### config.mk
export PLATFORM = sky130hd
export DESIGN_NAME = pie_front
export DESIGN_NICKNAME = d
export VERILOG_FILES = /design/src/rtl/core/pie_pkg.sv /design/src/rtl/core/pie_front.sv
export SDC_FILE = /design/constraint.sdc
export NUM_CORES = 1
export LEC_CHECK = 0
export BUFFER_PORTS_ARGS = -buffer_cell sky130_fd_sc_hd__buf_2
export CAP_MARGIN = 0
export CELL_PAD_IN_SITES_DETAIL_PLACEMENT = 0
export CELL_PAD_IN_SITES_GLOBAL_PLACEMENT = 2
export CORE_ASPECT_RATIO = 1.5
export CORE_MARGIN = 2
export CORE_UTILIZATION = 30
export DETAILED_ROUTE_END_ITERATION = 10
export PLACE_DENSITY = 0.82
export SYNTH_ARGS = -nofsm -noshare
export SYNTH_HDL_FRONTEND = slang
export SYNTH_SLANG_ARGS = --single-unit
### constraint.sdc
create_clock -name i_clk -period 11.32 [get_ports i_clk]
set_input_delay 3.396 -clock i_clk [delete_from_list [all_inputs] [get_ports i_clk]]
set_output_delay 3.396 -clock i_clk [all_outputs]
set_load 0.02 [all_outputs]
### src/rtl/core/pie_pkg.sv
// Shared types, constants and helper functions of the palette index expander.
package pie_pkg;

    localparam int MAX_WIDTH     = 4096;
    localparam int MAX_HEIGHT    = 4096;
    localparam int PALETTE_DEPTH = 256;

    localparam int QUEUE_DEPTH_DEFAULT = 4;
    localparam int OUT_DEPTH_DEFAULT   = 4;

    // Index sizes held in index_mode; the unused code behaves as 8-bit.
    localparam logic [1:0] MODE_1BIT = 2'd0;
    localparam logic [1:0] MODE_4BIT = 2'd1;
    localparam logic [1:0] MODE_8BIT = 2'd2;

    // Configuration register indexes.
    localparam logic [2:0] CFG_INDEX_MODE    = 3'd0;
    localparam logic [2:0] CFG_BYTES_PER_PIX = 3'd1;
    localparam logic [2:0] CFG_LINE_WIDTH    = 3'd2;
    localparam logic [2:0] CFG_LINE_COUNT    = 3'd3;
    localparam logic [2:0] CFG_SRC_ALIGN     = 3'd4;
    localparam logic [2:0] CFG_FLIP_VERT     = 3'd5;

    localparam logic FUNC_PALETTE = 1'b0;
    localparam logic FUNC_IMAGE   = 1'b1;

    typedef struct packed {
        logic [1:0]  index_mode;
        logic [2:0]  bytes_per_pixel;
        logic [12:0] line_width;
        logic [12:0] line_count;
        logic [6:0]  src_alignment;
        logic        flip_vertical;
    } t_cfg;

    // One work entry handed from the front to the back.
    typedef struct packed {
        logic        is_pal;
        logic [7:0]  slot;
        logic [31:0] data;
        logic [12:0] col;
        logic [3:0]  cnt;
        logic [11:0] row;
        logic        last_row;
    } t_entry;

    typedef struct packed {
        logic [31:0] color;
        logic [11:0] column;
        logic [11:0] row;
        logic        last_of_item;
        logic        last_of_image;
    } t_pixel;

    function automatic logic [12:0] f_clamp_width(input logic [12:0] v);
        logic [12:0] r;
        if (v == 13'd0) begin
            r = 13'd1;
        end else if (v > 13'(MAX_WIDTH)) begin
            r = 13'(MAX_WIDTH);
        end else begin
            r = v;
        end
        return r;
    endfunction

    function automatic logic [12:0] f_clamp_lines(input logic [12:0] v);
        logic [12:0] r;
        if (v == 13'd0) begin
            r = 13'd1;
        end else if (v > 13'(MAX_HEIGHT)) begin
            r = 13'(MAX_HEIGHT);
        end else begin
            r = v;
        end
        return r;
    endfunction

    // Largest power of two not above the setting, limited to 1..64.
    function automatic logic [6:0] f_align(input logic [6:0] v);
        logic [6:0] r;
        r = 7'd1;
        if (v[6]) begin
            r = 7'd64;
        end else begin
            for (int i = 1; i < 6; i++) begin
                if (v[i]) r = 7'(1 << i);
            end
        end
        return r;
    endfunction

    function automatic logic [31:0] f_color_mask(input logic [2:0] bpp);
        logic [31:0] r;
        case (bpp)
            3'd0, 3'd1: r = 32'h0000_00FF;
            3'd2:       r = 32'h0000_FFFF;
            3'd3:       r = 32'h00FF_FFFF;
            default:    r = 32'hFFFF_FFFF;
        endcase
        return r;
    endfunction

endpackage

### src/rtl/core/pie_front.sv
// Front end: accepts items, tracks line position and builds work entries.
module pie_front (
    input  logic            i_clk,
    input  logic            i_rst_n,
    input  pie_pkg::t_cfg   i_cfg,
    input  logic            i_accept,
    input  logic            i_func,
    input  logic [7:0]      i_palette_slot,
    input  logic [31:0]     i_palette_color,
    input  logic [7:0]      i_data_byte,
    output logic            o_q_push,
    output pie_pkg::t_entry o_q_data
);

    logic [12:0] r_col, n_col;
    logic [11:0] r_row, n_row;
    logic [12:0] r_lbc, n_lbc;

    logic [12:0] width, lines, useful, aligned, room, lbc_inc, row_inc, align_m1;
    logic [3:0]  per_byte, cnt;
    logic [11:0] row_out;
    logic        line_end, is_image;

    assign width    = pie_pkg::f_clamp_width(i_cfg.line_width);
    assign lines    = pie_pkg::f_clamp_lines(i_cfg.line_count);
    assign align_m1 = {6'b0, pie_pkg::f_align(i_cfg.src_alignment)} - 13'd1;
    assign is_image = (i_func == pie_pkg::FUNC_IMAGE);

    always_comb begin
        case (i_cfg.index_mode)
            pie_pkg::MODE_1BIT: begin
                per_byte = 4'd8;
                useful   = (width + 13'd7) >> 3;
            end
            pie_pkg::MODE_4BIT: begin
                per_byte = 4'd2;
                useful   = (width + 13'd1) >> 1;
            end
            default: begin
                per_byte = 4'd1;
                useful   = width;
            end
        endcase
    end

    assign aligned  = (useful + align_m1) & ~align_m1;
    assign room     = width - r_col;
    assign lbc_inc  = r_lbc + 13'd1;
    assign line_end = (lbc_inc >= aligned);
    assign row_inc  = {1'b0, r_row} + 13'd1;

    always_comb begin
        if (r_col >= width) begin
            cnt = 4'd0;
        end else if (room < {9'b0, per_byte}) begin
            cnt = room[3:0];
        end else begin
            cnt = per_byte;
        end
    end

    always_comb begin
        if (!i_cfg.flip_vertical) begin
            row_out = r_row;
        end else if ({1'b0, r_row} < lines) begin
            row_out = 12'(lines - 13'd1 - {1'b0, r_row});
        end else begin
            row_out = '0;
        end
    end

    // Image bytes that yield no pixel only move the counters.
    assign o_q_push          = i_accept && (!is_image || (cnt != 4'd0));
    assign o_q_data.is_pal   = !is_image;
    assign o_q_data.slot     = i_palette_slot;
    assign o_q_data.data     = is_image ? {24'b0, i_data_byte} : i_palette_color;
    assign o_q_data.col      = r_col;
    assign o_q_data.cnt      = cnt;
    assign o_q_data.row      = row_out;
    assign o_q_data.last_row = ({1'b0, r_row} == lines - 13'd1);

    always_comb begin
        n_col = r_col;
        n_row = r_row;
        n_lbc = r_lbc;
        if (i_accept && is_image) begin
            if (line_end) begin
                n_col = '0;
                n_lbc = '0;
                n_row = (row_inc >= lines) ? '0 : row_inc[11:0];
            end else begin
                n_col = r_col + {9'b0, cnt};
                n_lbc = lbc_inc;
            end
        end
    end

    always_ff @(posedge i_clk) begin
        if (!i_rst_n) begin
            r_col <= '0;
            r_row <= '0;
            r_lbc <= '0;
        end else begin
            r_col <= n_col;
            r_row <= n_row;
            r_lbc <= n_lbc;
        end
    end

endmodule

-- After elaboration in Yosys (flattened, before gate mapping)
Index checks and enable logic that the tools add are counted.
- bits of input ports: 91
- logic and storage cells: 53
- output and inout bits: 72
- register bits: 38
- add/sub/neg operators: 10
- bitwise logic cells: 2
- mux-type cells: 20
- equality and inequality tests: 2
- $lt $le $gt $ge: 7
- reductions and logical operators: 9
- operators with widths (operator ; number):
    two-way mux 13 bit ; 6
    greater-or-equal comparator 13 bit ; 3
    two-way mux 12 bit ; 3
    two-way mux 7 bit ; 5
    two-way mux 32 bit ; 1
    adder 13 x 1 -> 13 bit, second input constant ; 2
    greater-than comparator 13 bit, second input constant ; 2
    zero test 13 bit ; 2
    one-hot mux 13 bit (2 select lines) ; 1
    adder 12 x 1 -> 13 bit, second input constant ; 1
    adder 13 bit ; 1
    adder 13 x 3 -> 13 bit, second input constant ; 1
    adder 13 x 4 -> 13 bit ; 1
    AND 13 bit ; 1
    == test 12 x 13 -> 1 bit ; 1
    < comparator 12 x 13 -> 1 bit ; 1
    < comparator 13 x 4 -> 1 bit ; 1
    inverter 13 bit ; 1
    subtractor 13 x 1 -> 13 bit, second input constant ; 1
    subtractor 13 bit ; 1
    subtractor 12 bit ; 1
    two-way mux 4 bit ; 2
    one-hot mux 4 bit (2 select lines) ; 1
    subtractor 7 x 1 -> 8 bit, second input constant ; 1
    other kinds (8) ; 9

-- Logic depth before layout (Yosys ltp)
Gate-level depths: netlist (run 1).
- depth in word-level cells: 11
- gate-level depth with buffers: 28
- mapped depth without buffers: 27

-- Worst setup path before layout (run 1)
Ideal clock, no wire load.
- path type: input port to output port
- start point: in i_cfg[27] in the netlist's numbering
- end point: out o_q_data[13] in the netlist's numbering
- path slack: 712 ps
- stages on the path: 15
- path buffers: 0
- arrival time: 7212 ps
- data required time: 7924 ps
- cells stage by stage: or4_1 > nor4_1 > o21bai_1 > ha_1 > nor2b_1 > nor2_1 > maj3_1 > xnor2_1 > ha_1 > a21boi_0 > a211oi_1 > o221ai_1 > or4_4 > or3_1 > a21oi_1
- RTL lines (what ; RTL line ; source):
    start: declaration ; pie_front.sv:5 ; input pie_pkg::t_cfg i_cfg,
    end: declaration ; pie_front.sv:12 ; output pie_pkg::t_entry o_q_data

==> out/results.ini, run 1 <==
[synth]
syn_inst = 895
yosysWarnings = 0
synth_area_leader_cell = ha_1
synth_seq_area_share = 0.118
synthTopCellsByCount = 99 x nand2_1, 83 x ha_1, 63 x inv_1
synthArstFlopShare = 0
synth.most_common_cell = nand2_1
ys_seq_elements = 38
synth.area.top_cells = ha_1 16%, dfxtp_1 12%, xnor2_1 7.2%
synth_top_area_frac = 0.161
synth_edf_count = 0
synth.distinct_cells = 72
postSynthAreaPerCell_sq_um = 7.19
synth_flop_cell = dfxtp_1
syn_area_sq_um = 6430

[power]
sw_frac_of_total = 0.355
pwr-share-comb = 0.447
p_seq_frac = 0.233
power_frac_clock = 0.321
peakVddDrop_mv = 0.0568
internal-power_mw = 0.380
p_total_mw = 0.589
p_leak_nw = 3.31
p_switching_mw = 0.209
power_density_nw_per_um2 = 77.3

[placement]
io_buffers = 142
place_ws_ns = 0.207
dp_hpwl_mm = 16.9
gp_congestion = 0.919

[clock_tree]
cts_sinks = 38
clk_latency_ns = 0.29
cts_tree = done
cts_made_buffers = 5
cts_setup_buffers = 0
cts_resized = 0
path_clk_slew_ns = 0.05
cts_buffer_depth = 2
cts_hold_buffers = 0
htree_levels = 2
cts-root-buf = clkbuf_16

[worst_setup_path]
arrival_ns = 7.63
worstSetupPathType = primary input to output port
cpPeakStageDelay_ns = 0.57
reg2reg_depth = 24
startpoint_type = primary input
cp_max_fo = 3
r2r_start = r_col[1]
reg2reg_slack_ns = 5.90
cp.depth = 18
crit_required_ns = 7.92
reg2reg_to = r_col[8]
path_cells = buf_2 -> or4_1 -> nor4_1 -> o21bai_1 -> ha_1 -> nor2b_1 -> nor2_1 -> maj3_1 -> xnor2_1 -> ha_1 -> a21oi_1 -> o21ai_0 -> a211oi_1 -> o221ai_1 -> or4_4 -> or3_1 -> a21oi_1 -> buf_2
end_kind = output port
crit_family = simple AND/OR/NAND/NOR gates
crit_buf_inv = 2
cpMaxStageDelayCell = or4_1

[sta]
slew_headroom = 0.460
setup_viol = 0
clock_skew_ns = 0.00728
timing.final.ws_setup_ns = 0.299
tightest_slew_ns = 0.810
finalCriticalPeriod_ns = 11.02
setup_tns_ns = 0
grt_setup_unrepaired = no
worst_hold_slack_ns = 0.476
final_max_slew_viol_count = 0
fin_crit_sh = 0.974
max_freq_mhz = 90.7
hold_viol = 0

[floorplan]
dieArea_sq_um = 22700
initial_core_util = 0.305
fp.dieH_um = 183
dieWidth_um = 124
pin_count = 163
core-area_sq_um = 21100
num_rows = 65

[cells_and_area]
regArea_sq_um = 761
multi_input_area_sq_um = 5260
nFillCells = 2322
drive_gt1_frac = 0.189
syn2layout_area_growth_pct = 18.4
nNetsFinal = 1200

[route]
via_per_inst = 5.11
drt_iter0_markers = 197
dr_wl_met3_um = 581
wl_per_cell_um = 15.1
maxUsedRoutingLayer = met4
wl_met1_mm = 7.44
vias = 6605
ant_nets = 0
drt_first_pass_iters = 6
routed_wl_mm = 19.5
dr_wl_met2_mm = 10.8
drc = 0

[min_path]
worstHoldPathType = flop to flop
holdPathStages = 2
holdCritStartpoint = r_lbc[12]
min_to = r_lbc[12]

[flow_run]
drv_cap = 0

[outcome]
status = finished, final reports clean

[global_routing]
antenna_found_initial = 0
grt_first_pass_wirelength_mm = 30.7
grt_max_degree = 38
grt_pass1_vias = 6393
grt_usage = 0.171
grt_overflow_total = 0

## metal layers
layer | global-route usage | up-vias
li1 | - | 3432
met1 | 0.171 | 2974
met2 | 0.349 | 174
met3 | 0.00808 | 25
met4 | 0.0768 | 0
met5 | 0 | -
## power by group through the flow
stage / Combinational, mW / Sequential, mW / Clock, mW
after floorplan: 0.194 / 0.140 / 0
after global routing: 0.294 / 0.137 / 0.199
after CTS: 0.266 / 0.137 / 0.195
after detailed placement: 0.265 / 0.140 / 0
final: 0.263 / 0.137 / 0.189
after global placement: 0.263 / 0.140 / 0
## cells by family (layout without fill, tap and decap cells)
family                   count (synthesis)  after routing  synth area share
XOR/XNOR                                75             75             0.106
AO/OA/AOI/OAI                          204            204             0.214
multiplexers                            14             14            0.0235
other                                    1              6          0.000583
buffers and inverters                  104            228            0.0671
AND/OR/NAND/NOR                        371            371             0.295
flip-flops                              38             38             0.118
adder cells (fa/ha/maj)                 88             88             0.175
## worst register-to-register path, delay by kind of cell (launching register included)
kind	cells	cell delay, ns
fa+ha+maj	5	1.47
compound gates	8	1.67
buf+inv	3	0.46
xor+xnor	2	0.32
simple gates	6	0.93
flops	1	0.46
## cell usage in the layout (no fill, tap or decap), drive strengths merged, types with 9 or more instances in the layout
cell / instances
xor2: 20
inv: 63
nor3: 32
nor4: 9
a21boi: 21
nand3b: 11
a21oi: 44
a21o: 11
xnor2: 53
nand3: 40
o21ai: 39
nor2: 60
or3: 10
o22ai: 11
nor2b: 47
mux2: 9
dfxtp: 38
nand2: 99
o21a: 10
ha: 83
and3: 13
nand2b: 12
buf: 157
## worst max path at each step
stage / startpoint / to / slack (ns)
after CTS: i_cfg[27] / o_q_data[13] / 0.21
after global placement: i_cfg[27] / o_q_data[13] / 0.24
after detailed placement: i_cfg[27] / o_q_data[13] / 0.21
after global routing: i_cfg[27] / o_q_data[13] / 0.005
after floorplan: i_cfg[27] / o_q_data[13] / 0.71
final: i_cfg[27] / o_q_data[13] / 0.30
## stage by stage
| stage | instance area (sq um) | util | std cells |
|---|---|---|---|
| 6_report | 7620 | 0.362 | 1292 |
| 5_1_grt | 7620 | 0.362 | 1291 |
| 4_1_cts | 7620 | 0.362 | 1291 |
| 3_5_place_dp | 7420 | 0.352 | 1283 |
| 3_3_place_gp | 7420 | 0.352 | 1283 |
| 2_1_floorplan | 6450 | - | 899 |
## area by class of cell
class / count / share of cell area
Sequential cell: 38 / 0.0998
Clock buffer: 6 / 0.0182
Timing Repair Buffer: 157 / 0.108
Antenna cell: 1 / 0.000328
Multi-Input combinational cell: 757 / 0.691
Inverter: 63 / 0.0310
Clock inverter: 2 / 0.00788
Tap cell: 268 / 0.0440
## registers in the layout, summed over array words and instances, names as in the netlist
signal,flops
r_lbc,13
r_row,12
r_col,13
(Power assumes the default switching activity.)
==> run 2, diff against run 1 <==
--- a/config.mk
+++ b/config.mk
@@ -8,10 +8,10 @@
 export BUFFER_PORTS_ARGS = -buffer_cell sky130_fd_sc_hd__buf_2
 export CAP_MARGIN = 0
 export CELL_PAD_IN_SITES_DETAIL_PLACEMENT = 0
-export CELL_PAD_IN_SITES_GLOBAL_PLACEMENT = 2
+export CELL_PAD_IN_SITES_GLOBAL_PLACEMENT = 1
 export CORE_ASPECT_RATIO = 1.5
 export CORE_MARGIN = 2
-export CORE_UTILIZATION = 30
+export CORE_UTILIZATION = 39
 export DETAILED_ROUTE_END_ITERATION = 10
 export PLACE_DENSITY = 0.82
 export SYNTH_ARGS = -nofsm -noshare
==> run 2 against run 1 <==
Net effect: critical path type unchanged; clock skew down 0.0029 ns; cell count down 5.6%; wire length down 7.9%; sequential power about the same; sequential share of layout area up 0.19 points; largest power group unchanged; combinational power down 2%; clock-buffer cell count down 1; fmax down 0.11%; clock power about the same.
==> out/results.ini, run 2 (synthesis results as in run 1) <==
[min_path]
holdPathStages = 2  ; unchanged
holdCritStartpoint = r_lbc[12]  ; unchanged
worstHoldPathType = flop to flop  ; unchanged
min_to = r_lbc[12]  ; unchanged

[route]
ant_nets = 0  ; unchanged
drc = 0  ; unchanged
via_per_inst = 5.44  ; was 5.11
wl_per_cell_um = 14.7  ; was 15.1 um
vias = 6637  ; was 6,605
routed_wl_mm = 18.0  ; was 19.5 mm
drt_iter0_markers = 233  ; was 197
drt_first_pass_iters = 4  ; was 6

[cells_and_area]
diodes = 0  ; was 1
utilization = 0.462  ; was 0.362
layout_commonest_cell = buf_2  ; unchanged
top_regs = r_col: 13 flops, r_lbc: 13 flops, r_row: 12 flops  ; unchanged
nFillCells = 1733  ; was 2,322
final_cell_mix = 142 x buf_2, 99 x nand2_1, 83 x ha_1  ; unchanged
syn2layout_area_growth_pct = 16.3  ; was 18.4%
nNetsFinal = 1191  ; was 1,200
drive_gt1_frac = 0.183  ; was 0.189

[global_routing]
grt_usage = 0.203  ; was 0.171
grt_first_pass_wirelength_mm = 29.0  ; was 30.7 mm
grt_max_degree = 38  ; unchanged
grt_pass1_vias = 6369  ; was 6,393
grt_overflow_total = 0  ; unchanged
antenna_found_initial = 1  ; was 0

[floorplan]
dieWidth_um = 109  ; was 124 um
dieArea_sq_um = 17600  ; was 22,700 sq um
core-area_sq_um = 16200  ; was 21,100 sq um
fp.dieH_um = 161  ; was 183 um
num_rows = 57  ; was 65
initial_core_util = 0.397  ; was 0.305
pin_count = 163  ; unchanged

[worst_setup_path]
crit_required_ns = 7.92  ; about the same
worstSetupPathType = primary input to output port  ; unchanged
reg2reg_to = r_col[8]  ; unchanged
startpoint_type = primary input  ; unchanged
r2r_start = r_col[1]  ; unchanged
reg2reg_depth = 22  ; was 24
cp_max_fo = 4  ; was 3
arrival_ns = 7.64  ; was 7.63 ns
end_kind = output port  ; unchanged
reg2reg_slack_ns = 6.05  ; was 5.90 ns

[clock_tree]
cts_buffer_depth = 2  ; unchanged
cts_tree = done  ; unchanged
cts_setup_buffers = 0  ; unchanged
clk_latency_ns = 0.29  ; about the same
cts_sinks = 38  ; unchanged
path_clk_slew_ns = 0.06  ; was 0.05 ns
cts-root-buf = clkbuf_16  ; unchanged
cts_made_buffers = 5  ; unchanged
htree_levels = 2  ; unchanged

[placement]
dp_hpwl_mm = 15.3  ; was 16.9 mm
io_buffers = 142  ; unchanged
gp_congestion = 0.931  ; was 0.919

[sta]
slew_headroom = 0.464  ; was 0.460
finalCriticalPeriod_ns = 11.03  ; was 11.02 ns
setup_tns_ns = 0  ; unchanged
setup_viol = 0  ; unchanged
tightest_slew_ns = 0.805  ; was 0.810 ns
grt_setup_unrepaired = no  ; unchanged
clock_skew_ns = 0.00442  ; was 0.00728 ns
hold_viol = 0  ; unchanged
worst_hold_slack_ns = 0.479  ; was 0.476 ns
fin_crit_sh = 0.975  ; was 0.974
final_max_slew_viol_count = 0  ; unchanged
max_freq_mhz = 90.6  ; was 90.7 MHz

[power]
power_density_nw_per_um2 = 77.7  ; was 77.3 nW/um^2
peakVddDrop_mv = 0.0456  ; was 0.0568 mV
p_total_mw = 0.581  ; was 0.589 mW
p_leak_nw = 3.27  ; was 3.31 nW

[flow_run]
drv_cap = 0  ; unchanged

[outcome]
status = finished, final reports clean  ; unchanged

## run 2: cell types whose count changed in the layout (fill, tap and decap cells not counted), sizes merged
cell / before / now
buf: 157 / 148
clkbuf: 6 / 5
clkinv: 0 / 1
diode: 1 / 0
## run 2: report_power, final
part | internal (mW) | switching (mW) | leakage [nW]
Sequential | 0.135 | 0.00225 | 0.307
Clock | 0.127 | 0.0594 | 0.0940
Combinational | 0.110 | 0.148 | 2.87
## run 2: how the worst max path moves through the flow
| stage | startpoint | endpoint | slack (ns) |
|---|---|---|---|
| 2_1_floorplan | i_cfg[27] | o_q_data[13] | 0.71 |
| 3_3_place_gp | i_cfg[27] | o_q_data[13] | 0.27 |
| 3_5_place_dp | i_cfg[27] | o_q_data[13] | 0.26 |
| 4_1_cts | i_cfg[27] | o_q_data[13] | 0.26 |
| 5_1_grt | i_cfg[27] | o_q_data[13] | 0.02 |
| 6_report | i_cfg[27] | o_q_data[13] | 0.29 |
## run 2: layout make-up
cell class              count  area [sq um]  area share
inverters                  63           236      0.0316
flip-flops and latches     38           761       0.102
clock inverters             3          68.8     0.00920
repair buffers            148           756       0.101
multi-input cells         757          5280       0.705
clock buffers               5           125      0.0167
well taps                 206           258      0.0345
## run 2: critical path: stages
cell and delay, ns:
buf_2 0.10, or4_1 0.56, nor4_1 0.28, o21bai_1 0.13
ha_1 0.21, nor2b_1 0.20, nor2_1 0.07, maj3_1 0.39
xnor2_2 0.16, ha_1 0.19, a21oi_1 0.14, o21ai_0 0.10
a211oi_1 0.24, o221ai_1 0.19, or4_4 0.48, or3_1 0.36
a21oi_1 0.21, buf_2 0.24
## run 2: layer usage
metal  share of wire  global-route usage  vias up
met5               0                   0        -
met4           0.050               0.105        0
met3           0.034              0.0141       36
met2            0.53               0.404      186
met1            0.38               0.201     2999
li1                -                   -     3416
## run 2: metrics by stage
step / area, sq um / setup slack, ns / cells
after CTS: 7470 / 0.262 / 1220
final: 7480 / 0.286 / 1220
after global placement: 7270 / 0.270 / 1212
after floorplan: 6450 / 0.712 / 899
after global routing: 7480 / 0.0205 / 1220
after detailed placement: 7270 / 0.260 / 1212
## run 2: timing repair
item	in CTS	in global routing
gates resized for setup	0	2
hold buffers	0	0
endpoints found under the setup margin	0	2
