`config.mk`:
```
export PLATFORM = sky130hd
export DESIGN_NAME = pie_fifo
export DESIGN_NICKNAME = d
export VERILOG_FILES = /design/src/rtl/core/pie_fifo.sv
export SDC_FILE = /design/constraint.sdc
export NUM_CORES = 1
export LEC_CHECK = 0
export ABC_CLOCK_PERIOD_IN_PS = 2800
export BUFFER_PORTS_ARGS = -buffer_cell sky130_fd_sc_hd__buf_2
export CAP_MARGIN = 20
export CORE_MARGIN = 2
export CORE_UTILIZATION = 53
export CTS_CLUSTER_SIZE = 25
export DETAILED_ROUTE_END_ITERATION = 7
export GPL_TIMING_DRIVEN = 0
export PLACE_DENSITY = 0.76
export REMOVE_ABC_BUFFERS = 1
export SYNTH_ARGS = -nofsm -noshare
export SYNTH_HDL_FRONTEND = slang
export SYNTH_SLANG_ARGS = --single-unit
```
`constraint.sdc`:
```
create_clock -name i_clk -period 2.8 [get_ports i_clk]
set_clock_uncertainty 0.2 [all_clocks]
set_input_delay 0.42 -clock i_clk [delete_from_list [all_inputs] [get_ports i_clk]]
set_output_delay 0.42 -clock i_clk [all_outputs]
set_load 0.02 [all_outputs]
```
`src/rtl/core/pie_fifo.sv`:
```
// Small first-in first-out queue in flip-flops with a fill count.
module pie_fifo #(
    parameter int WIDTH = 8,
    parameter int DEPTH = 4
) (
    input  logic                         i_clk,
    input  logic                         i_rst_n,
    input  logic                         i_push,
    input  logic [WIDTH-1:0]             i_data,
    output logic                         o_full,
    input  logic                         i_pop,
    output logic [WIDTH-1:0]             o_data,
    output logic                         o_empty,
    output logic [$clog2(DEPTH+1)-1:0]   o_count
);

    localparam int PTR_W = (DEPTH > 1) ? $clog2(DEPTH) : 1;
    localparam int CNT_W = $clog2(DEPTH + 1);

    logic [WIDTH-1:0] r_mem [DEPTH];
    logic [PTR_W-1:0] r_wptr, n_wptr, r_rptr, n_rptr;
    logic [CNT_W-1:0] r_count, n_count;
    logic             push_ok, pop_ok;

    assign o_full  = (r_count == CNT_W'(DEPTH));
    assign o_empty = (r_count == '0);
    assign o_count = r_count;
    assign o_data  = r_mem[r_rptr];
    assign push_ok = i_push && !o_full;
    assign pop_ok  = i_pop && !o_empty;

    always_comb begin
        n_wptr  = r_wptr;
        n_rptr  = r_rptr;
        n_count = r_count;
        if (push_ok) begin
            n_wptr = (r_wptr == PTR_W'(DEPTH - 1)) ? '0 : r_wptr + PTR_W'(1);
        end
        if (pop_ok) begin
            n_rptr = (r_rptr == PTR_W'(DEPTH - 1)) ? '0 : r_rptr + PTR_W'(1);
        end
        if (push_ok && !pop_ok) begin
            n_count = r_count + CNT_W'(1);
        end else if (pop_ok && !push_ok) begin
            n_count = r_count - CNT_W'(1);
        end
    end

    always_ff @(posedge i_clk) begin
        if (!i_rst_n) begin
            r_wptr  <= '0;
            r_rptr  <= '0;
            r_count <= '0;
        end else begin
            r_wptr  <= n_wptr;
            r_rptr  <= n_rptr;
            r_count <= n_count;
        end
    end

    always_ff @(posedge i_clk) begin
        if (push_ok) begin
            r_mem[r_wptr] <= i_data;
        end
    end

endmodule

```
======== After elaboration in Yosys (flattened, before gate mapping) ========
Memories as Yosys holds them, arrays and structs flattened. A register that Yosys moved wholly into a read port is not among the register bits.
Index checks and enable logic that the tools add are counted.
storage, ports and cells
  register bits ........................... 7
  bits in latches ......................... 0
  bits in writable memories ............... 32
  memory bits (read-only) ................. 0
  bits of input ports ..................... 12
  output and inout port bits .............. 13
  word-level logic and storage cells ...... 29
  memories ................................ 1
operators by class
  add/subtract/negate cells ............... 4
  $mul .................................... 0
  div/mod/pow operators ................... 0
  order comparisons ....................... 0
  eq/ne operators ......................... 3
  shift-type cells ........................ 0
  muxes and demuxes ....................... 8
  bitwise operators ....................... 0
  reductions and logical operators ........ 10
memory list
  name   depth  bits a word  read ports  clocked after Yosys merged registers in  write ports  line  text
  r_mem  4      8            1           1                                        1            20    logic [WIDTH-1:0] r_mem [DEPTH];
operator list
  cell                 number
  $mux 2               4
  $mux 3               2
  $add 2x1->2 const B  2
  $eq 2x2->1 const B   2
  $logic_and 1x1->1    4
  $logic_not 1->1      4
  $add 3x1->3 const B  1
  $eq 3x3->1 const B   1
  $logic_not 3->1      1
  $sub 3x1->3 const B  1
  $mux 1               2
  $reduce_bool 2->1    1

======== Logic depth before layout (Yosys ltp) ========
Gate-level depths: netlist of the first run.
  depth after elaboration ................. 7
  depth in mapped cells ................... 9
  mapped depth without buffers ............ 8

======== Worst setup path before layout of the first run ========
No wires, ideal clock.
  path type ............................... register -> register
  start point ............................. register r_count[0] (netlist: o_count[0])
  end point ............................... register r_count[2] (netlist: o_count[2])
  setup time .............................. 0.076 ns
  arrival ................................. 2.146 ns
  path slack .............................. 0.379 ns
  cell stages (with the launch flop) ...... 10
  buffers on the path ..................... 1
  cells stage by stage .................... dfxtp_1 nor3b_2 nor2b_1 buf_2 ha_1 inv_1 fa_1 xor2_1 or3_1 a21boi_0
between the ends
  longest elaborated chain between the ends .. 6
  elaborated cells between the ends (all ways) .. 15
  those cells by class .................... 2 x add/sub; 1 x eq/ne; 2 x mux; 10 x reduce/logical
RTL lines
  item                                line  text
  from (decl)                         22    logic [CNT_W-1:0] r_count, n_count;
  from (signal assigned)              57    r_count <= n_count;
  $eq 3x3->1 *                        25    assign o_full = (r_count == CNT_W'(DEPTH));
  named net o_full                    10    output logic o_full,
  $logic_not 1->1 *                   29    assign push_ok = i_push && !o_full;
  $logic_and 1x1->1 *                 29
  named net push_ok                   23    logic push_ok, pop_ok;
  $logic_not 1->1                     44    end else if (pop_ok && !push_ok) begin
  $logic_and 1x1->1                   44
  $reduce_bool 2->1 (no source line)  n/a
Mark *: on every way through the listed nets, which the timed path passes. The rest lies on a longest branch. The select of a mux whose other input is x is not followed.
A chain may end at the register's enable or synchronous reset.

======== Worst setup path in the final report of the first run ========
  start point ............................. register r_count[1] (netlist: o_count[1])
  end point ............................... register r_count[2] (netlist: o_count[2])
between the ends
  longest elaborated chain between the ends .. 6
  elaborated cells between the ends (all ways) .. 15
  those cells by class .................... 2 x add/sub; 1 x eq/ne; 2 x mux; 10 x reduce/logical
RTL lines
  item
  parallel branches: the longest is 6 deep, another holds $sub 3x1->3
Several ways; the timed one is not identified. The select of a mux whose other input is x is not followed.

==> flow_summary.ini, run 1 <==
[outcome]
status = complete, no violations

[clock_network]
cts_buffer_depth = 2
cts_setup_buffers = 0
cts_tree = built
cts_resized = 0
path_clk_slew_ns = 0.11
clk_latency_ns = 0.33
hold_buffers = 0
root_buffer = clkbuf_4
clkSinkCount = 41
cts_made_buffers = 5
cts_max_level = 2

[detailed_routing]
drc_errors = 0
wl_per_cell_um = 15.8
dr.pass1.iters = 4
vias_per_cell = 5.38
drt_iter0_drc = 24
ant_nets = 0
vias = 823
wl_mm = 2.42

[floorplanning]
initial_core_util_pct = 54.7
die_w_um = 59.5
io_pins = 25
dieArea_um2 = 3540
rows = 20
die_h_um = 59.5
core_um2 = 2980

[cells_and_area]
multi_input_area_um2 = 460
fin_nets = 139
regArea_um2 = 1140
fillers = 251
instances_no_fill = 153
layout-drive-gt1-share_pct = 32.5
syn2layout_area_growth_pct = 11.7
n_antenna_cell = 0

[pwr]
internal_power_uw = 1050
ir_drop_v = 0.000451
p_leak_uw = 0.000675
pwr-share-seq_pct = 53.6
p_sw_share_pct = 32.0
clkPwrFrac_pct = 16.9
p_switching_uw = 497
combPwrFrac_pct = 29.6
p_per_area_nw_per_um2 = 853
power_uw = 1550

[timing]
timing.final.crit_share_pct = 90.4
max-slew-margin-rel_pct = 62.9
hold_viol = 0
fin_hold_ws_ns = 0.0977
setup_viol = 0
setup_tns_ns = 0
rsz0062_at_grt = no
max_freq_mhz = 395
slew_violations = 0
worst_slew_pin_slew_ns = 0.556
period_minus_slack_ns = 2.53
fin_ws_ns = 0.269

[critical_path]
crit_required_ns = 2.87
crit_fanout = 7
r2r_end = o_count[2]
cp-end-kind = register
crit_end = o_count[2]
cp-start-kind = register
r2r_slack_ns = 0.27
startpoint = o_count[1]
worst-endpoint-arrival_ns = 2.60
r2r_cells = 8
reg2reg_from = o_count[1]
path_class = register to register

[placement]
io_buffers = 24
pre_cts_ws_ns = 0.230
place.gp.congestion = 0.650
dp_cells = 146

[grt]
gr-usage-met3_pct = 6.11
grtUsageMet1_pct = 17.5
grt.overflow.total = 0
antenna_found_initial = 0
grt-busiest-layer = met2
grt_max_degree = 13
grt_pass1_vias = 809
grt_use_met2_pct = 27.3
track_usage_pct = 16.1
grt_pass1_wl_mm = 3.77

[synthesis]
seq_area_frac_synth_pct = 70.0
ys_top_cells_by_count = 32 x edfxtp_1, 9 x dfxtp_1, 8 x mux4_2
async_flop_share_pct = 0
syn-cell-area_um2 = 1630
synth_top_cell_by_area = edfxtp_1
synth_ff_type = edfxtp_1
syn_inst = 93
synthDistinctLibCells = 23
synth.yosys.warnings = 0
synth_most_common_cell = edfxtp_1
synth_edf_count = 32
synthTopCellsByArea = edfxtp_1 59%, dfxtp_1 11%, mux4_2 11%, ha_1 4.6%, and2_1 1.9%
synth-seq-cells = 41
post-synth-top-area-fraction_pct = 58.9
syn_avg_cell_area_um2 = 17.5

[run]
drv_cap = 0

[hold_path]
hold_path.class = input pin to register
[power groups by stage]
stage          combinational (uW)  sequential, uW  clock [uW]
5_1_grt                       506             849         288
3_5_place_dp                  468             850           0
3_3_place_gp                  454             843           0
4_1_cts                       468             836         269
6_report                      459             831         262
2_1_floorplan                 326             844           0
[worst min path at each step]
stage | end | cells past startpoint | start | slack, ns
after floorplan | r_wptr[1] | 2 | r_wptr[1] | 0.27
after global placement | r_wptr[1] | 2 | r_wptr[1] | 0.29
after detailed placement | r_wptr[0] | 2 | r_wptr[0] | 0.31
after CTS | r_mem[2][1] | 1 | i_data[1] | 0.08
after global routing | r_mem[2][1] | 1 | i_data[1] | 0.08
final | r_mem[3][0] | 1 | i_data[0] | 0.1
[cells in the final DEF, fill, tap and decap left out]
cell type,count
and2_1,5
nor3_1,1
clkinv_2,1
nand3_1,2
nor3b_2,1
nor2b_1,2
fa_1,1
mux4_2,8
ha_1,6
a21boi_0,1
o31ai_1,1
xnor2_1,1
clkbuf_1,1
xor2_1,1
edfxtp_1,32
mux2i_1,3
or3_1,1
inv_1,3
dfxtp_1,9
nand2_1,6
o21ai_0,3
nor2_1,2
clkbuf_4,5
buf_2,24
[sequential cells by signal (all words and copies together) (netlist names), named ones only]
| name | cells |
|---|---|
| o_count | 3 |
| r_mem | 32 |
| r_rptr | 2 |
| r_wptr | 2 |
[worst max-delay path: stages, from the launching register on]
cell and delay (ns):
dfxtp_1 0.48, nor3b_2 0.09, nor2b_1 0.40, ha_1 0.26
inv_1 0.06, fa_1 0.37, xor2_1 0.16, or3_1 0.30
a21boi_0 0.16
[through the flow]
| stage | util [%] | instance area [um^2] |
|---|---|---|
| global route | 61.1 | 1820 |
| finish | 61.1 | 1820 |
| floorplan | - | 1610 |
| global placement | 59.6 | 1770 |
| detailed placement | 59.6 | 1770 |
| CTS | 61.1 | 1820 |
[logic make-up after synthesis]
logic type	Yosys count	share of synthesized area, %
XOR/XNOR	2	1.07
adder cells (fa/ha/maj)	7	5.83
AO/OA/AOI/OAI	5	1.84
buffers and inverters	7	1.76
flip-flops	41	70.0
multiplexers	11	12.9
AND/OR/NAND/NOR	20	6.60
[metal layers]
metal  vias up  share of wire, %
met3         6               3.9
met5         -                 0
met1       398                43
met4         0               1.9
met2        15                52
li1        404                 -
[layout make-up]
class | instances | share of cell area, %
clock buffers | 6 | 2.27
clock inverters | 1 | 0.275
flip-flops and latches | 41 | 62.7
well taps | 33 | 2.27
inverters | 3 | 0.619
multi-input cells | 45 | 25.3
repair buffers | 24 | 6.60
(Power assumes the default switching activity.)
==> run 2: changes to the inputs <==
--- a/config.mk
+++ b/config.mk
@@ -12,7 +12,6 @@
 export CORE_UTILIZATION = 53
 export CTS_CLUSTER_SIZE = 25
 export DETAILED_ROUTE_END_ITERATION = 7
-export GPL_TIMING_DRIVEN = 0
 export PLACE_DENSITY = 0.76
 export REMOVE_ABC_BUFFERS = 1
 export SYNTH_ARGS = -nofsm -noshare
==> run 2 against run 1 <==
Compared with the run above:
- sequential power hardly changed
- wire length up 3.6%
- highest routed layer unchanged
- sequential share of layout area shrank 2.5 points
- largest cell class unchanged
- via count grew 3.4%
==> flow_summary.ini, run 2 (synthesis gave the netlist of run 1 again) <==
[detailed_routing]
dr.pass1.iters = 4
drc_errors = 0
vias_per_cell = 5.46
wl_mm = 2.51
wl_per_cell_um = 16.1
vias = 851
ant_nets = 0
drt_iter0_drc = 17

[outcome]
status = complete, no violations

[clock_network]
cts_tree = built
root_buffer = clkbuf_4
cts_max_level = 2
cts_resized = 0
cts_buffer_depth = 2
cts_setup_buffers = 0
clk_latency_ns = 0.35
path_clk_slew_ns = 0.12
cts_made_buffers = 5
clkSinkCount = 41
hold_buffers = 0

[critical_path]
cp-start-kind = register
worst-endpoint-arrival_ns = 1.79
slowest_stage = dfxtp_1
crit_chain = mux4_2, buf_2
crit_required_ns = 2.18
cp-end-kind = output port
reg2reg_from = o_count[0]
crit_fanout = 8
cp_top_family = flip-flops
r2r_end = o_count[2]
r2r_cells = 8
cp_num_buf_inv = 1
max_stage_delay_ns = 0.69
r2r_slack_ns = 0.50
path_class = register to output port

[grt]
grt.overflow.total = 0
antenna_found_initial = 0
grt_pass1_wl_mm = 3.97
track_usage_pct = 16.4
grt_pass1_vias = 876
grt_max_degree = 15

[hold_path]
min_path_cells = 1
min_to = r_mem[2][2]
worstHoldStart = i_data[2]
hold_path.class = input pin to register

[floorplanning]
rows = 20
core_um2 = 2980
io_pins = 25
die_w_um = 59.5
dieArea_um2 = 3540
die_h_um = 59.5
initial_core_util_pct = 54.7

[cells_and_area]
syn2layout_area_growth_pct = 16.3
final_common_cell = edfxtp_1
n_antenna_cell = 0
layout_common_cells = 32 x edfxtp_1, 24 x buf_2, 9 x dfxtp_1
layout-drive-gt1-share_pct = 35.0
fin_nets = 141
fillers = 214
largest-register = r_mem
largest_register_ff_count = 32

[timing]
fin_ws_ns = 0.393
slew_violations = 0
timing.final.crit_share_pct = 86.0
rsz0062_at_grt = no
worst_slew_pin_slew_ns = 0.548
setup_tns_ns = 0
max_freq_mhz = 415
period_minus_slack_ns = 2.41
setup_viol = 0
hold_viol = 0
max-slew-margin-rel_pct = 63.4

[pwr]
pwr-share-seq_pct = 46.7
p_switching_uw = 529
p_sw_share_pct = 29.7
combPwrFrac_pct = 26.8
p_per_area_nw_per_um2 = 941
clkPwrFrac_pct = 26.6
ir_drop_v = 0.000605
internal_power_uw = 1250
p_leak_uw = 0.000712

[placement]
pre_cts_ws_ns = 0.530
io_buffers = 24
hpwl_mm = 1.77
place.gp.congestion = 0.683

[run]
drv_cap = 0
-- run 2: worst max-delay path by stage --
stage | endpoint | slack, ns | cells past startpoint
final | o_data[1] | 0.39 | 2
after global routing | o_data[4] | 0.27 | 2
after CTS | o_data[1] | 0.32 | 2
after detailed placement | o_count[2] | 0.53 | 8
after global placement | o_count[2] | 0.58 | 8
after floorplan | o_count[2] | 0.25 | 8
-- run 2: metrics by stage --
stage	cell area, um^2	power (uW)	hold slack [ns]	cells	utilization [%]
3_3_place_gp	1790	1310	0.288	148	60.1
2_1_floorplan	1610	1170	0.268	89	-
3_5_place_dp	1790	1330	0.298	148	60.1
6_report	1900	1780	0.0753	156	63.7
5_1_grt	1900	1880	0.0661	156	63.7
4_1_cts	1900	1800	0.0637	156	63.7
-- run 2: routing by layer --
layer	global-route usage (%)	share of wire, %	vias up
li1	-	-	407
met1	18.8	38	422
met2	27.2	55	15
met3	4.59	4.2	7
met4	9.74	2.4	0
met5	0	0	-
-- run 2: final cells by class --
cell class	instances	area (um^2)	area share [%]
multi-input combinational	45	460	24.3
timing repair buffer	26	135	7.13
tap	33	41.3	2.18
sequential	41	1140	60.2
clock inverter	3	68.8	3.63
inverter	3	11.3	0.594
clock buffer	5	37.5	1.98
-- run 2: power groups by stage --
stage	logic (uW)	clock network [uW]	registers, uW
floorplan	326	0	844
global placement	471	0	843
detailed placement	480	0	851
CTS	486	482	836
global route	528	501	847
finish	477	474	832
==> run 3: changes to the inputs <==
--- a/config.mk
+++ b/config.mk
@@ -5,6 +5,7 @@
 export SDC_FILE = /design/constraint.sdc
 export NUM_CORES = 1
 export LEC_CHECK = 0
+export ABC_AREA = 1
 export ABC_CLOCK_PERIOD_IN_PS = 2800
 export BUFFER_PORTS_ARGS = -buffer_cell sky130_fd_sc_hd__buf_2
 export CAP_MARGIN = 20
==> run 3 against run 2 <==
Compared with the run above:
- critical path depth grew 2
- die area rose by 3.6%
- design area is 3.4% higher
- clock-buffer cell count up 2
- final cell count grew 45%
- largest cell class unchanged
- wire length up 19%
==> flow_summary.ini, run 3 <==
[outcome]
status = complete, no violations

[cells_and_area]
layout_common_cells = 33 x nor2_1, 32 x edfxtp_1, 24 x buf_2
largest-register = r_mem
final_common_cell = nor2_1
syn2layout_area_growth_pct = 15.7
largest_register_ff_count = 32
fin_nets = 200
layout-drive-gt1-share_pct = 22.5
n_antenna_cell = 0

[synthesis]
post-synth-top-area-fraction_pct = 56.8
synth_ff_type = edfxtp_1
async_flop_share_pct = 0
synth.yosys.warnings = 0
syn-cell-area_um2 = 1690
synthDistinctLibCells = 18
synthTopCellsByArea = edfxtp_1 57%, dfxtp_1 11%, nor2_1 7.3%, ha_1 4.4%, o21ai_0 4.1%
synthAdderAreaFrac_pct = 5.62
synth_most_common_cell = nor2_1
muxShareOfSynthArea_pct = 0
synth_edf_count = 32
synth-seq-cells = 41
syn_avg_cell_area_um2 = 11.4
synth-compound-area-share_pct = 9.53
seq_area_frac_synth_pct = 67.4
synth_top_cell_by_area = edfxtp_1
synth_xor_area_share_pct = 0
synth_top_family_by_area = simple AND/OR/NAND/NOR gates
ys_top_cells_by_count = 33 x nor2_1, 32 x edfxtp_1, 18 x inv_1
synth_simple_gate_area_share_pct = 11.9
syn_inst = 148

[timing]
setup_viol = 0
max-slew-margin-rel_pct = 45.4
worst_slew_pin_slew_ns = 0.816
setup_tns_ns = 0
period_minus_slack_ns = 2.21
max_freq_mhz = 452
hold_viol = 0
timing.final.crit_share_pct = 78.9
slew_violations = 0
rsz0062_at_grt = no

[critical_path]
cp_num_buf_inv = 2
cp-end-kind = output port
r2r_end = o_count[1]
worst-endpoint-arrival_ns = 1.59
reg2reg_from = o_count[1]
crit_chain = buf_4, o21ai_0, o22ai_1, buf_2
slowest_stage = dfxtp_1
cp-start-kind = register
r2r_cells = 9
r2r_slack_ns = 0.72
crit_fanout = 10
cp_top_family = flip-flops
path_class = register to output port
crit_required_ns = 2.18
max_stage_delay_ns = 0.54

[clock_network]
cts_buffer_depth = 2
clk_latency_ns = 0.35
clkSinkCount = 41
cts_max_level = 2
cts_tree = built
hold_buffers = 0
path_clk_slew_ns = 0.12
cts_resized = 0
root_buffer = clkbuf_4
cts_made_buffers = 5
cts_setup_buffers = 0

[pwr]
p_leak_uw = 0.000810
ir_drop_v = 0.000595
power_uw = 1880
p_per_area_nw_per_um2 = 959

[floorplanning]
die_h_um = 60.5
die_w_um = 60.5
dieArea_um2 = 3660
io_pins = 25
rows = 20
initial_core_util_pct = 55.5
core_um2 = 3050

[grt]
grt_pass1_vias = 1090
track_usage_pct = 17.9
grt.overflow.total = 0
grt_pass1_wl_mm = 4.55
grt_max_degree = 17
antenna_found_initial = 0

[hold_path]
worstHoldStart = i_data[7]
min_path_cells = 1
min_to = r_mem[1][7]
hold_path.class = input pin to register

[detailed_routing]
drt_iter0_drc = 53
wl_per_cell_um = 13.2
vias = 1150
drc_errors = 0
vias_per_cell = 5.09
dr.pass1.iters = 4
wl_mm = 2.98
ant_nets = 0

[placement]
hpwl_mm = 2.09
place.gp.congestion = 0.877
io_buffers = 24

[run]
drv_cap = 0
[run 3: cell count changes after synthesis, moves of 5 or more]
cell and delta:
and2_1 -5, inv_1 +15, mux4_2 -8, nand2_1 +8, nor2_1 +31, o21ai_0 +11
o22ai_1 +8
[run 3: cells by family after synthesis]
kind of cell | Yosys count
AND/OR/NAND/NOR | 51
flip-flops | 41
AO/OA/AOI/OAI | 28
buffers and inverters | 21
adder cells (fa/ha/maj) | 7
[run 3: layer usage]
metal | track usage, % | share of wire (%)
met5 | 0 | 0
met4 | 11.8 | 1.6
met3 | 4.90 | 5.5
met2 | 32.3 | 53
met1 | 17.9 | 40
[run 3: where the power goes]
group	total (uW)	internal, uW	switching (uW)	leakage (uW)
Combinational	684	234	450	0.000400
Clock	362	176	186	0.0000427
Sequential	832	756	76.0	0.000368
Total	1880	1170	712	0.000810
[run 3: worst register-to-register path: cells and delay by family (launching register included)]
kind                     cells  cell delay, ns
AO/OA/AOI/OAI                1            0.16
adder cells (fa/ha/maj)      2            0.63
buffers and inverters        2            0.15
flip-flops                   1            0.38
AND/OR/NAND/NOR              4            0.48
[run 3: area by class of cell]
| class | count | area [um^2] |
|---|---|---|
| clock buffers | 7 | 76.3 |
| clock inverters | 1 | 7.51 |
| fillers | 262 | 1090 |
| inverters | 19 | 71.3 |
| multi-input cells | 86 | 458 |
| flip-flops and latches | 41 | 1140 |
| well taps | 44 | 55.1 |
| repair buffers | 28 | 150 |
[run 3: per-stage QoR]
| step | cell area (um^2) | utilization [%] | setup slack (ns) | cells | hold WS, ns |
|---|---|---|---|---|---|
| detailed placement | 1880 | 61.4 | 0.733 | 218 | 0.336 |
| CTS | 1960 | 64.2 | 0.535 | 226 | 0.0603 |
| global route | 1960 | 64.2 | 0.439 | 226 | 0.0623 |
| floorplan | 1670 | - | 0.782 | 146 | 0.301 |
| global placement | 1880 | 61.4 | 0.830 | 218 | 0.301 |
| finish | 1960 | 64.2 | 0.590 | 226 | 0.0754 |
[run 3: how the worst max path moves through the flow]
| stage | end | slack [ns] | depth (start not counted) |
|---|---|---|---|
| global route | o_data[1] | 0.44 | 4 |
| global placement | o_count[1] | 0.83 | 9 |
| finish | o_data[4] | 0.59 | 4 |
| detailed placement | o_count[1] | 0.73 | 9 |
| CTS | o_data[4] | 0.53 | 4 |
| floorplan | o_count[2] | 0.78 | 13 |
